==> src/hw/rtl/running_median_defines.svh <==
// Assertion macros for the running median block.
`ifndef RUNNING_MEDIAN_DEFINES_SVH
`define RUNNING_MEDIAN_DEFINES_SVH

`ifndef NO_ASSERTIONS
`define RM_ASSERT_SAME(label, ante, cons) \
    label: assert property (@(posedge clk) disable iff (!rst_n) (ante) |-> (cons)) \
        else $error("running_median check failed");
`define RM_ASSERT_NEXT(label, ante, cons) \
    label: assert property (@(posedge clk) disable iff (!rst_n) (ante) |=> (cons)) \
        else $error("running_median check failed");
`else
`define RM_ASSERT_SAME(label, ante, cons)
`define RM_ASSERT_NEXT(label, ante, cons)
`endif

`endif

==> src/hw/rtl/rm_pkg.sv <==
// Shared constants, types and helpers of the running median block.
package rm_pkg;

    localparam int CAPACITY   = 1024;
    localparam int HEAP_DEPTH = (CAPACITY + 1) / 2;
    localparam int HEAP_AW    = (HEAP_DEPTH > 1) ? $clog2(HEAP_DEPTH) : 1;
    localparam int CNT_W      = HEAP_AW + 1;
    localparam int SAMPLE_W   = 32;
    localparam int MED_W      = 33;
    localparam int HELD_W     = 11;
    localparam int OUT_DATA_W = 48;

    localparam logic HEAP_LO = 1'b0;
    localparam logic HEAP_UP = 1'b1;

    typedef enum logic [3:0] {
        OP_IDLE,
        OP_LOAD,
        OP_DECIDE,
        OP_SD_CHK,
        OP_SD_RDB,
        OP_SD_CMP,
        OP_PU_START,
        OP_PU_CHK,
        OP_PU_CMP,
        OP_FINISH
    } rm_op_t;

    typedef struct packed {
        rm_op_t op;
    } rm_cmd_t;

    typedef struct packed {
        logic full;
        logic replace;
        logic sd_leaf;
        logic sd_move;
        logic pu_root;
        logic pu_move;
    } rm_stat_t;

    // a belongs above b: max-heap for the lower half, min-heap for the upper
    function automatic logic rm_above(logic signed [SAMPLE_W-1:0] a,
                                      logic signed [SAMPLE_W-1:0] b,
                                      logic is_upper);
        return is_upper ? (a < b) : (a > b);
    endfunction

endpackage

==> src/hw/rtl/rm_ctrl.sv <==
// Running median sequencer: one heap datapath step a cycle between handshakes.
module rm_ctrl
    import rm_pkg::*;
(
    input  logic     clk,
    input  logic     rst_n,
    input  logic     in_valid,
    output logic     in_ready,
    output logic     out_valid,
    input  logic     out_ready,
    output rm_cmd_t  cmd,
    input  rm_stat_t stat
);

    typedef enum logic [9:0] {
        ST_IDLE     = 10'b00_0000_0001,
        ST_DECIDE   = 10'b00_0000_0010,
        ST_SD_CHK   = 10'b00_0000_0100,
        ST_SD_RDB   = 10'b00_0000_1000,
        ST_SD_CMP   = 10'b00_0001_0000,
        ST_PU_START = 10'b00_0010_0000,
        ST_PU_CHK   = 10'b00_0100_0000,
        ST_PU_CMP   = 10'b00_1000_0000,
        ST_FINISH   = 10'b01_0000_0000,
        ST_OUT      = 10'b10_0000_0000
    } state_t;

    state_t state_reg;
    state_t state_next;

    assign in_ready  = (state_reg == ST_IDLE);
    assign out_valid = (state_reg == ST_OUT);

    always_comb
    begin
        state_next = state_reg;
        cmd.op     = OP_IDLE;
        unique case (state_reg)
            ST_IDLE:
            begin
                if (in_valid)
                begin
                    cmd.op     = OP_LOAD;
                    state_next = ST_DECIDE;
                end
            end
            ST_DECIDE:
            begin
                cmd.op = OP_DECIDE;
                priority if (stat.full)
                    state_next = ST_FINISH;
                else if (stat.replace)
                    state_next = ST_SD_CHK;
                else
                    state_next = ST_PU_START;
            end
            ST_SD_CHK:
            begin
                cmd.op     = OP_SD_CHK;
                state_next = stat.sd_leaf ? ST_PU_START : ST_SD_RDB;
            end
            ST_SD_RDB:
            begin
                cmd.op     = OP_SD_RDB;
                state_next = ST_SD_CMP;
            end
            ST_SD_CMP:
            begin
                cmd.op     = OP_SD_CMP;
                state_next = stat.sd_move ? ST_SD_CHK : ST_PU_START;
            end
            ST_PU_START:
            begin
                cmd.op     = OP_PU_START;
                state_next = ST_PU_CHK;
            end
            ST_PU_CHK:
            begin
                cmd.op     = OP_PU_CHK;
                state_next = stat.pu_root ? ST_FINISH : ST_PU_CMP;
            end
            ST_PU_CMP:
            begin
                cmd.op     = OP_PU_CMP;
                state_next = stat.pu_move ? ST_PU_CHK : ST_FINISH;
            end
            ST_FINISH:
            begin
                cmd.op     = OP_FINISH;
                state_next = ST_OUT;
            end
            ST_OUT:
            begin
                if (out_ready)
                    state_next = ST_IDLE;
            end
            default:
            begin
                state_next = ST_IDLE;
            end
        endcase
    end

    always_ff @(posedge clk or negedge rst_n)
    begin
        if (!rst_n)
            state_reg <= ST_IDLE;
        else
            state_reg <= state_next;
    end

endmodule

==> config.mk <==
export PLATFORM = sky130hd
export DESIGN_NAME = rm_ctrl
export DESIGN_NICKNAME = d
export VERILOG_FILES = /design/src/hw/rtl/running_median_defines.svh /design/src/hw/rtl/rm_pkg.sv /design/src/hw/rtl/rm_ctrl.sv
export SDC_FILE = /design/constraint.sdc
export NUM_CORES = 1
export LEC_CHECK = 0
export BUFFER_PORTS_ARGS = -buffer_cell sky130_fd_sc_hd__buf_4
export CELL_PAD_IN_SITES_DETAIL_PLACEMENT = 2
export CELL_PAD_IN_SITES_GLOBAL_PLACEMENT = 2
export CORE_MARGIN = 4
export CORE_UTILIZATION = 30
export DETAILED_ROUTE_END_ITERATION = 8
export MAX_ROUTING_LAYER = met4
export PLACE_DENSITY_LB_ADDON = 0.1
export SLEW_MARGIN = 20
export SYNTH_ARGS = -nofsm -noshare
export SYNTH_HDL_FRONTEND = slang
export SYNTH_SLANG_ARGS = --single-unit
==> constraint.sdc <==
create_clock -name clk -period 1.9 [get_ports clk]
set_clock_uncertainty 0.05 [all_clocks]
set_input_delay 0.19 -clock clk [delete_from_list [all_inputs] [get_ports clk]]
set_output_delay 0.19 -clock clk [all_outputs]
set_load 0.05 [all_outputs]
== After elaboration in Yosys (flattened, before gate mapping) ==
Index checks and enable logic that the tools add are counted.

* Register bits: 10
* Input bits: 10
* Logic and storage cells: 25
* Output and inout port bits: 6

* Reduce and logical (&&, ||, !) cells: 1
* Mux-type cells: 11
* Eq/ne operators: 12

{| class="wikitable"
|+ Operators with widths
! cell !! count
|-
| 10-bit one-hot mux with 10 select lines || 1
|-
| 4-bit one-hot mux with 9 select lines || 1
|-
| 9-bit two-way mux || 3
|-
| 10-bit two-way mux || 2
|-
| 6-bit two-way mux || 3
|-
| 10-bit by 1-bit == test with 1-bit output, second input constant || 1
|-
| 10-bit == test, second input constant || 1
|-
| 10-bit by 2-bit == test with 1-bit output, second input constant || 1
|-
| 10-bit by 3-bit == test with 1-bit output, second input constant || 1
|-
| 10-bit by 4-bit == test with 1-bit output, second input constant || 1
|-
| 10-bit by 5-bit == test with 1-bit output, second input constant || 1
|-
| 10-bit by 6-bit == test with 1-bit output, second input constant || 1
|-
| 10-bit by 7-bit == test with 1-bit output, second input constant || 1
|-
| 10-bit by 8-bit == test with 1-bit output, second input constant || 1
|-
| 10-bit by 9-bit == test with 1-bit output, second input constant || 1
|-
| 2-bit by 1-bit inequality test with 1-bit output, second input constant || 1
|-
| 2-bit inequality test, second input constant || 1
|-
| 2-bit AND reduction || 1
|-
| 1-bit two-way mux || 1
|}

== Longest topological paths before layout ==
Gate-level depths: netlist of the first run.

* Depth in word-level cells: 3
* Depth in mapped cells: 5
* Mapped depth without buffers: 4

== Worst setup path before layout of the first run ==
Ideal clock, no wire load.

* Path type: register to output
* From: register state_reg[4]
* To: output out_valid
* Slack: -0.635 ns
* Required time: 1.660 ns
* Buffers on the path: 1
* Cell stages (with the launch flop): 6
* Arrival time: 2.295 ns
* Path through: dfrtp_1 -> clkbuf_1 -> or4_4 -> nor3_1 -> nand2_1 -> nor3_1

* Word-level cells in the longest chain between the ends: 1

{| class="wikitable"
|+ Ends and longest elaborated chain
! what !! RTL line !! RTL
|-
| from (decl) || rm_ctrl.sv:28 || <nowiki>state_t state_reg;</nowiki>
|-
| from (signal assigned) || rm_ctrl.sv:109 || <nowiki>state_reg <= state_next;</nowiki>
|-
| 10-bit == test || rm_ctrl.sv:32 || <nowiki>assign out_valid = (state_reg == ST_OUT);</nowiki>
|-
| to (decl) || rm_ctrl.sv:9 || <nowiki>output logic out_valid,</nowiki>
|}

No other way between the ends.

==> run metrics, run 1 <==
final period utilization=118%; Syn. warnings=0; Root Buffer=clkbuf_4; Congestion Overflow GR=0; area of placed instances=977 µm²; antenna violations before repair=0; Worst Path Max Fanout=2; post-synth cell types=34; clock sink count=10; vias=743; core area=2060 µm²; Int Pwr=0.000641 W; clk slew on worst S/H paths=roughly 0.08 ns; Pre-Repair DR Iteration Count=4; failing checks=negative setup slack; final setup margin=-0.339 ns; Post-Route Utilization=a little over half; Max Root-Sink Buffers=2; clock share of power=14.7%; post-route cell area=between 1000 and 1500 µm²; Worst VDD drop=0.591 mV; TritonCTS clock tree=yes; GP Congestion=just under 0.8; Starting Density=around a third; most frequent cells in the layout=28 x buf_4, 9 x dfrtp_1, 6 x nor2_1; Routed Antenna Nets=0; Syn Inst Count=73; DRC errors left=0; mean post-synth cell area=about 9.3 µm²; vias in the first global route=847; first-pass GRT wire length=4610 µm; drt wl/cell=21.8 µm; die area=3090 µm²; status=finished, violations left; leading cell type in the layout, fill and taps excluded=buf_4; Max Clk Rate=447 MHz; Crit. End Element=output pin; die height=55.5 µm; sequential cell area fraction in the yosys report=37.1%; number of flops mapped to enable cells by yosys=0; Synth Register Bits=10; final-report setup violation count=5; leakage=between 0.5 and 0.6 nW; TritonCTS buffer count=3; combinational share of power=slightly above 60%; Area Growth Syn to Fin=62.4%; Hold Vio Cnt, Final=0; Hold Path Class=in -> reg; Pwr Density=1020 nW/µm²; IO buf count=15; RSZ-0062 raised after global routing=true; Nets=119; net switching power=approximately 0.00048 W; Routed WL=roughly 3000 µm; Clk Latency, worst-skew pair=0.27 ns; critical path class=reg -> out; Max-Cap Viols=0; initial drt markers=11; HPWL Detailed=2060 µm; Rows=16; I/O pin cnt=16; ANT cells=0; Worst Path Arrival=2.00 ns; Flop pwr share=24.7%; Max-slew headroom=68.5%; min Tclk post-route=2.24 ns; H-tree level count=1; Worst-Margin Slew=about 0.47 ns; via-per-instance ratio=between 5 and 6; GRT Total Usage=20.4%; number of flip-flops in the largest register=10; # placed instances=126; sw frac=42.9%; layout cell share with drive strength beyond 1=50.9%; Post-Syn Area=approximately 680 µm²; fin cells=135; fin. max-slew vios=0; largest net degree at the start of global routing=11; syn_nets=between 80 and 90; top_reg_cell synth=dfrtp_1; Worst Path Required=1.66 ns; CP startpoint kind=register; ys async rst share=100%; die width=55.5 µm
worst max-delay path: stages, from the launching register on:
cell      delay [ns]
dfrtp_1         0.39
or4_4           0.58
nor4b_4         0.34
a31oi_2         0.09
nand3b_1        0.16
buf_6           0.17
routing by layer:
layer	wire length (µm)	track usage (%)	up-vias
met5	0	-	-
met4	52	6.60	0
met1	1130	21.8	379
met3	82	3.26	6
met2	1670	37.8	15
li1	-	-	343
cell families after synthesis:
family          after synthesis  synth area share [%]
flops                        10                  37.1
buf+inv                       9                  6.09
compound gates               13                  13.1
xor+xnor                      3                  3.88
simple gates                 38                  39.9
Yosys cell counts (2+ instances only):
library cell,count,area [µm²]
or4_4,2,22.5
dfrtp_1,9,225
nand4b_1,2,17.5
o21ai_0,3,15.0
nor4_2,3,37.5
nand2_1,4,15.0
nor2_1,6,22.5
inv_1,5,18.8
nand3_1,3,15.0
xor2_1,3,26.3
nor2b_1,2,12.5
and4b_1,2,20.0
nand4_1,3,18.8
nor3_1,2,10.0
clkbuf_1,3,11.3
nor4_1,3,18.8
area by class of cell:
type                       count  area, µm²
inverter                       5       18.8
timing repair buffer          35        295
multi-input combinational     54        475
clock buffer                   4       26.3
tap                           27       33.8
fill                         211        961
sequential                    10        251
what timing repair did:
item | 4_1_cts | 5_1_grt
gates cloned | 0 | 0
buffers inserted | 2 | 2
gates resized for setup | 8 | 5
endpoints found under the setup margin | 6 | 7
hold buffers | 1 | 0
pin swaps | 7 | 3
endpoints found under the hold margin | 10 | 0
per-stage QoR:
step / hold WS, ns / setup TNS [ns] / worst slack, ns / total power (W)
floorplan: -0.156 / -0.239 / -0.0924 / 0.000624
global placement: -0.0214 / -0.000512 / -0.000512 / 0.000809
detailed placement: -0.0208 / -0.137 / -0.0594 / 0.000835
CTS: 0.00934 / -1.47 / -0.324 / 0.00108
global route: 0.00924 / -1.68 / -0.373 / 0.00118
finish: 0.0145 / -1.37 / -0.339 / 0.00112
path summary, 6_finish.rpt:
| check | slack, ns | end | cells past startpoint | startpoint |
|---|---|---|---|---|
| worst min register to register | 0.57 | state_reg[4] | 2 | state_reg[7] |
| max in group asynchronous | 1.33 | state_reg[0] | 2 | rst_n |
| min in group asynchronous | 0.24 | state_reg[5] | 2 | rst_n |
| worst max-delay path | -0.34 | cmd[0] | 5 | state_reg[8] |
| worst max register to register | 0.09 | state_reg[5] | 5 | state_reg[8] |
| worst min-delay path | 0.01 | state_reg[3] | 2 | stat[3] |
power groups by stage:
stage | Combinational [W] | Clock, W | Sequential [W]
floorplan | 0.000352 | 0 | 0.000272
detailed placement | 0.000561 | 0 | 0.000274
CTS | 0.000632 | 0.000170 | 0.000277
global placement | 0.000540 | 0 | 0.000270
global route | 0.000717 | 0.000180 | 0.000281
finish | 0.000681 | 0.000166 | 0.000277
Power figures use the tool's default switching activity.
==> inputs of run 2 (changes only) <==
--- a/config.mk
+++ b/config.mk
@@ -11,7 +11,6 @@
 export CORE_MARGIN = 4
 export CORE_UTILIZATION = 30
 export DETAILED_ROUTE_END_ITERATION = 8
-export MAX_ROUTING_LAYER = met4
 export PLACE_DENSITY_LB_ADDON = 0.1
 export SLEW_MARGIN = 20
 export SYNTH_ARGS = -nofsm -noshare
==> run 2 against run 1 <==
Effect of this change: the flow still finishes with violations (negative setup slack); largest cell class unchanged; design area stayed put; highest routed layer unchanged; largest power group unchanged; sequential cell count did not move; global-route usage decreased by 0.55 points.
==> run metrics, run 2 (same netlist as run 1, synthesis figures left out) <==
Post-Route Utilization=a little over half; Routed WL=2940 µm; CP Buf/Inv Count=1; HPWL Detailed=2060 µm; GP Congestion=a little under 0.8; Worst Path Max Fanout=2; Clk Latency, worst-skew pair=0.27 ns; Nets=119; core area=2060 µm²; die width=55.5 µm; area of placed instances=between 900 and 1000 µm²; TritonCTS buffer count=3; final-report setup violation count=5; RR Startpoint=state_reg[8]; FF/Latch Area=251 µm²; RSZ-0062 raised after global routing=true; # placed instances=126; clk slew on worst S/H paths=0.08 ns; Top delay family on crit path=simple AND/OR/NAND/NOR gates; status=finished, violations left; R2R Setup Slk=~0.09 ns; via-per-instance ratio=5.50; Max-Cap Viols=0; die area=approximately 3100 µm²; Worst-Margin Slew=0.470 ns; CP startpoint kind=register; H-tree level count=1; r2r worst-path depth=5; hold_sp=stat[3]; final setup margin=-0.339 ns; fin. max-slew vios=0; Max-slew headroom=68.5%; slowest stage delay, CP=0.58 ns; crit path max-delay cell type=or4_4; WHS Endpoint=state_reg[3]; Pwr Density=1020 nW/µm²; layout cell share with drive strength beyond 1=between 50% and 60%; clock sink count=10; Multi-input gate area=475 µm²; antenna violations before repair=0; vias=roughly 740; min Tclk post-route=2.24 ns; leading cell type in the layout, fill and taps excluded=buf_4; most frequent cells in the layout=28 x buf_4, 9 x dfrtp_1, 6 x nor2_1; GRT Total Usage=19.8%; setup TNS=-1.37 ns; Hold Path Class=in -> reg; critical path class=reg -> out; crit path cell chain=or4_4 -> nor4b_4 -> a31oi_2 -> nand3b_1 -> buf_6; Routed Antenna Nets=0; Rows=16; leakage=between 0.5 and 0.6 nW; Crit. End Element=output pin; first-pass GRT wire length=4600 µm; failing checks=negative setup slack; fin cells=135; largest net degree at the start of global routing=11; vias in the first global route=847; post-route cell area=1100 µm²; die height=55.5 µm; Tot Pwr=0.00112 W; Starting Density=32.9%; Worst VDD drop=0.591 mV; TritonCTS clock tree=yes; Hold Vio Cnt, Final=0; Root Buffer=clkbuf_4; Worst Path Arrival=2.00 ns; drt wl/cell=21.8 µm; Congestion Overflow GR=0; Worst Path Required=~1.7 ns; ANT cells=0; final period utilization=118%; DRC errors left=0; Pre-Repair DR Iteration Count=4; Max Clk Rate=447 MHz; IO buf count=15; FILL cells=211; capturing point of the worst reg2reg path=state_reg[5]; hold depth=2; initial drt markers=11; Max Root-Sink Buffers=2; I/O pin cnt=16; Area Growth Syn to Fin=62.4%; number of flip-flops in the largest register=10
==> run 2: worst max path at each step <==
stage                 startpoint   endpoint  depth (start not counted)
finish              state_reg[8]     cmd[0]                          5
global route        state_reg[8]     cmd[0]                          5
CTS                 state_reg[9]     cmd[0]                          5
detailed placement  state_reg[1]  out_valid                          5
global placement    state_reg[1]  out_valid                          5
floorplan           state_reg[6]     cmd[0]                          5
==> run 2: worst reg2reg max path, delay by kind of cell, from the launching register on <==
family	cells	cell delay (ns)
AOI/OAI and AO/OA	2	0.18
buffers and inverters	1	0.17
DFF	1	0.39
and+or+nand+nor	2	0.92
==> run 2: per-layer routing <==
metal / vias to the layer above / global-route usage, % / share of wire [%]
li1: 343 / - / -
met1: 379 / 21.8 / 39
met2: 15 / 37.8 / 57
met3: 6 / 3.26 / 2.8
met4: 0 / 6.60 / 1.8
met5: - / 0 / 0
==> run 2: layout make-up <==
| cell class | count | area share [%] |
|---|---|---|
| clock buffers | 4 | 2.39 |
| well taps | 27 | 3.07 |
| multi-input cells | 54 | 43.2 |
| flip-flops and latches | 10 | 22.8 |
| repair buffers | 35 | 26.8 |
| inverters | 5 | 1.70 |
==> run 2: metrics by stage <==
stage / setup WS, ns / hold slack [ns]
finish: -0.339 / 0.0145
global route: -0.373 / 0.00924
CTS: -0.324 / 0.00934
global placement: -0.000512 / -0.0214
detailed placement: -0.0594 / -0.0208
floorplan: -0.0924 / -0.156
==> run 2: repair_timing <==
item,in CTS,in global routing
endpoints found under the setup margin,6,7
gates resized for setup,8,5
hold buffers,1,0
pin swaps,7,3
endpoints found under the hold margin,10,0
buffers inserted,2,2
==> run 2: where the power goes <==
group	total [W]	switching (W)	internal, W
Combinational	0.000681	0.000366	0.000315
Sequential	0.000277	0.0000320	0.000245
Clock	0.000166	0.0000843	0.0000813
==> inputs of run 3 (changes only) <==
--- a/config.mk
+++ b/config.mk
@@ -12,6 +12,7 @@
 export CORE_UTILIZATION = 30
 export DETAILED_ROUTE_END_ITERATION = 8
 export PLACE_DENSITY_LB_ADDON = 0.1
+export REMOVE_ABC_BUFFERS = 1
 export SLEW_MARGIN = 20
 export SYNTH_ARGS = -nofsm -noshare
 export SYNTH_HDL_FRONTEND = slang
==> constraint.sdc (replaced) <==
create_clock -name clk -period 2.45 [get_ports clk]
set_clock_uncertainty 0.05 [all_clocks]
set_input_delay 0.245 -clock clk [delete_from_list [all_inputs] [get_ports clk]]
set_output_delay 0.245 -clock clk [all_outputs]
set_load 0.05 [all_outputs]
==> run 3 against run 2 <==
Effect of this change: the run now ends clean; total power is 36% lower; sequential power is 19% lower; combinational power is 50% lower; first-iteration DRC count is 64% lower; count of clock-buffer cells in the layout stayed put; critical path depth stayed put; final cell count is 12% lower; routed wire length is 27% lower; highest routed layer unchanged; sequential cell count stayed put; die area stayed put; utilization is 11 points lower.
==> run metrics, run 3 (same netlist as run 1, synthesis figures left out) <==
hold_sp=stat[3]; final period utilization=94.4%; GRT Total Usage=15.6%; Crit. End Element=output pin; I/O pin cnt=16; R2R Setup Slk=0.71 ns; Rows=16; RR Startpoint=state_reg[6]; slowest stage delay, CP=0.56 ns; Max Root-Sink Buffers=2; Max Clk Rate=432 MHz; via-per-instance ratio=~5.6; drt wl/cell=18.0 µm; top layer in use=met4; Worst Path Arrival=2.02 ns; Routed WL=2140 µm; antenna violations before repair=0; crit path max-delay cell type=or4_4; fin. max-slew vios=0; Hold Path Class=in -> reg; Top delay family on crit path=simple AND/OR/NAND/NOR gates; TritonCTS clock tree=yes; most frequent cells in the layout=18 x buf_4, 8 x dfrtp_1, 6 x nor2_1; Met2 Wirelength=1040 µm; crit path to=cmd[0]; Starting Density=around a third; leakage=0.414 nW; final-report setup violation count=0; first-pass GRT wire length=about 3700 µm; area of placed instances=825 µm²; Root Buffer=clkbuf_4; leading cell type in the layout, fill and taps excluded=buf_4; largest net degree at the start of global routing=11; fin cells=119; Hold Vio Cnt, Final=0; Pre-Repair DR Iteration Count=4; # placed instances=114; TritonCTS buffer count=3; Nets=103; RSZ-0062 raised after global routing=false; die height=between 50 and 60 µm; critical path class=reg -> out; Worst Path Max Fanout=10; Routed Antenna Nets=0; vias in the first global route=750; r2r worst-path depth=6; Worst VDD drop=0.409 mV; Max-slew headroom=75.4%; Area Growth Syn to Fin=29.5%; Worst Path Required=2.15 ns; Congestion Overflow GR=0; Max-Cap Viols=0; setup TNS=0 ns; clock sink count=10; IO buf count=15; Clk Latency, worst-skew pair=0.27 ns; clk slew on worst S/H paths=0.07 ns; CP Buf/Inv Count=1; CP startpoint=state_reg[6]; vias=around 670; GP Congestion=0.760; Pwr Density=816 nW/µm²; CP startpoint kind=register; status=completed; die width=55.5 µm; post-route cell area=a little under 900 µm²; detailed-route wire length on metal 1=approximately 930 µm; number of flip-flops in the largest register=10; Worst-Margin Slew=roughly 0.37 ns; H-tree level count=1; core area=~2100 µm²; met3 wire length=111 µm; initial drt markers=4; DRC errors left=0; HPWL Detailed=1660 µm; min Tclk post-route=2.31 ns; layout cell share with drive strength beyond 1=33.7%; FILL cells=231; capturing point of the worst reg2reg path=state_reg[2]; Tot Pwr=0.000717 W; die area=roughly 3000 µm²; crit path cell chain=or4_4 -> nor4b_4 -> a31oi_1 -> nand3b_1 -> buf_4; critical path depth=5; Post-Route Utilization=42.6%; ANT cells=0
==> run 3: cell count changes in the layout (fill, tap and decap cells not counted), moves of 3 or more <==
cell	change
nor4_2	+3
buf_6	-4
buf_4	-10
nor4_4	-3
==> run 3: cell type report <==
type | instances | area, µm² | share of cell area (%)
Tap cell | 27 | 33.8 | 3.85
Multi-Input combinational cell | 54 | 392 | 44.6
Timing Repair Buffer | 19 | 145 | 16.5
Clock buffer | 4 | 36.3 | 4.13
Inverter | 5 | 18.8 | 2.14
Sequential cell | 10 | 253 | 28.8
==> run 3: where the power goes <==
part | switching, W | internal [W]
combinational | 0.000210 | 0.000132
clock | 0.0000624 | 0.0000903
sequential | 0.0000330 | 0.000190
==> run 3: timing repair <==
item | CTS | global route
endpoints found under the setup margin | 0 | 2
resized for setup | 0 | 2
hold buffers | 1 | 0
endpoints found under the hold margin | 10 | 0
buffers inserted | 0 | 0
==> run 3: stage by stage <==
step	hold WS [ns]	worst slack (ns)
final	0.0829	0.137
after global routing	0.0654	0.00454
after CTS	0.0732	0.0622
after global placement	0.0354	0.406
after floorplan	-0.101	-0.116
after detailed placement	0.0377	0.380
==> run 3: per-layer routing <==
layer,GRT usage [%],vias up
li1,-,311
met1,18.7,328
met2,24.8,21
met3,3.73,6
met4,9.38,0
met5,0,-
==> run 3: worst reg2reg max path, cell delays in order, from the launching register on <==
cell	delay, ns
dfrtp_2	0.49
nor4_2	0.33
buf_4	0.19
nand4b_1	0.19
buf_4	0.22
nor2_1	0.09
a22o_1	0.14
==> run 3: how the worst min path moves through the flow <==
stage | cells past startpoint | to
after global placement | 1 | state_reg[5]
after global routing | 2 | state_reg[3]
after CTS | 2 | state_reg[7]
after floorplan | 0 | state_reg[1]
after detailed placement | 1 | state_reg[5]
final | 2 | state_reg[3]
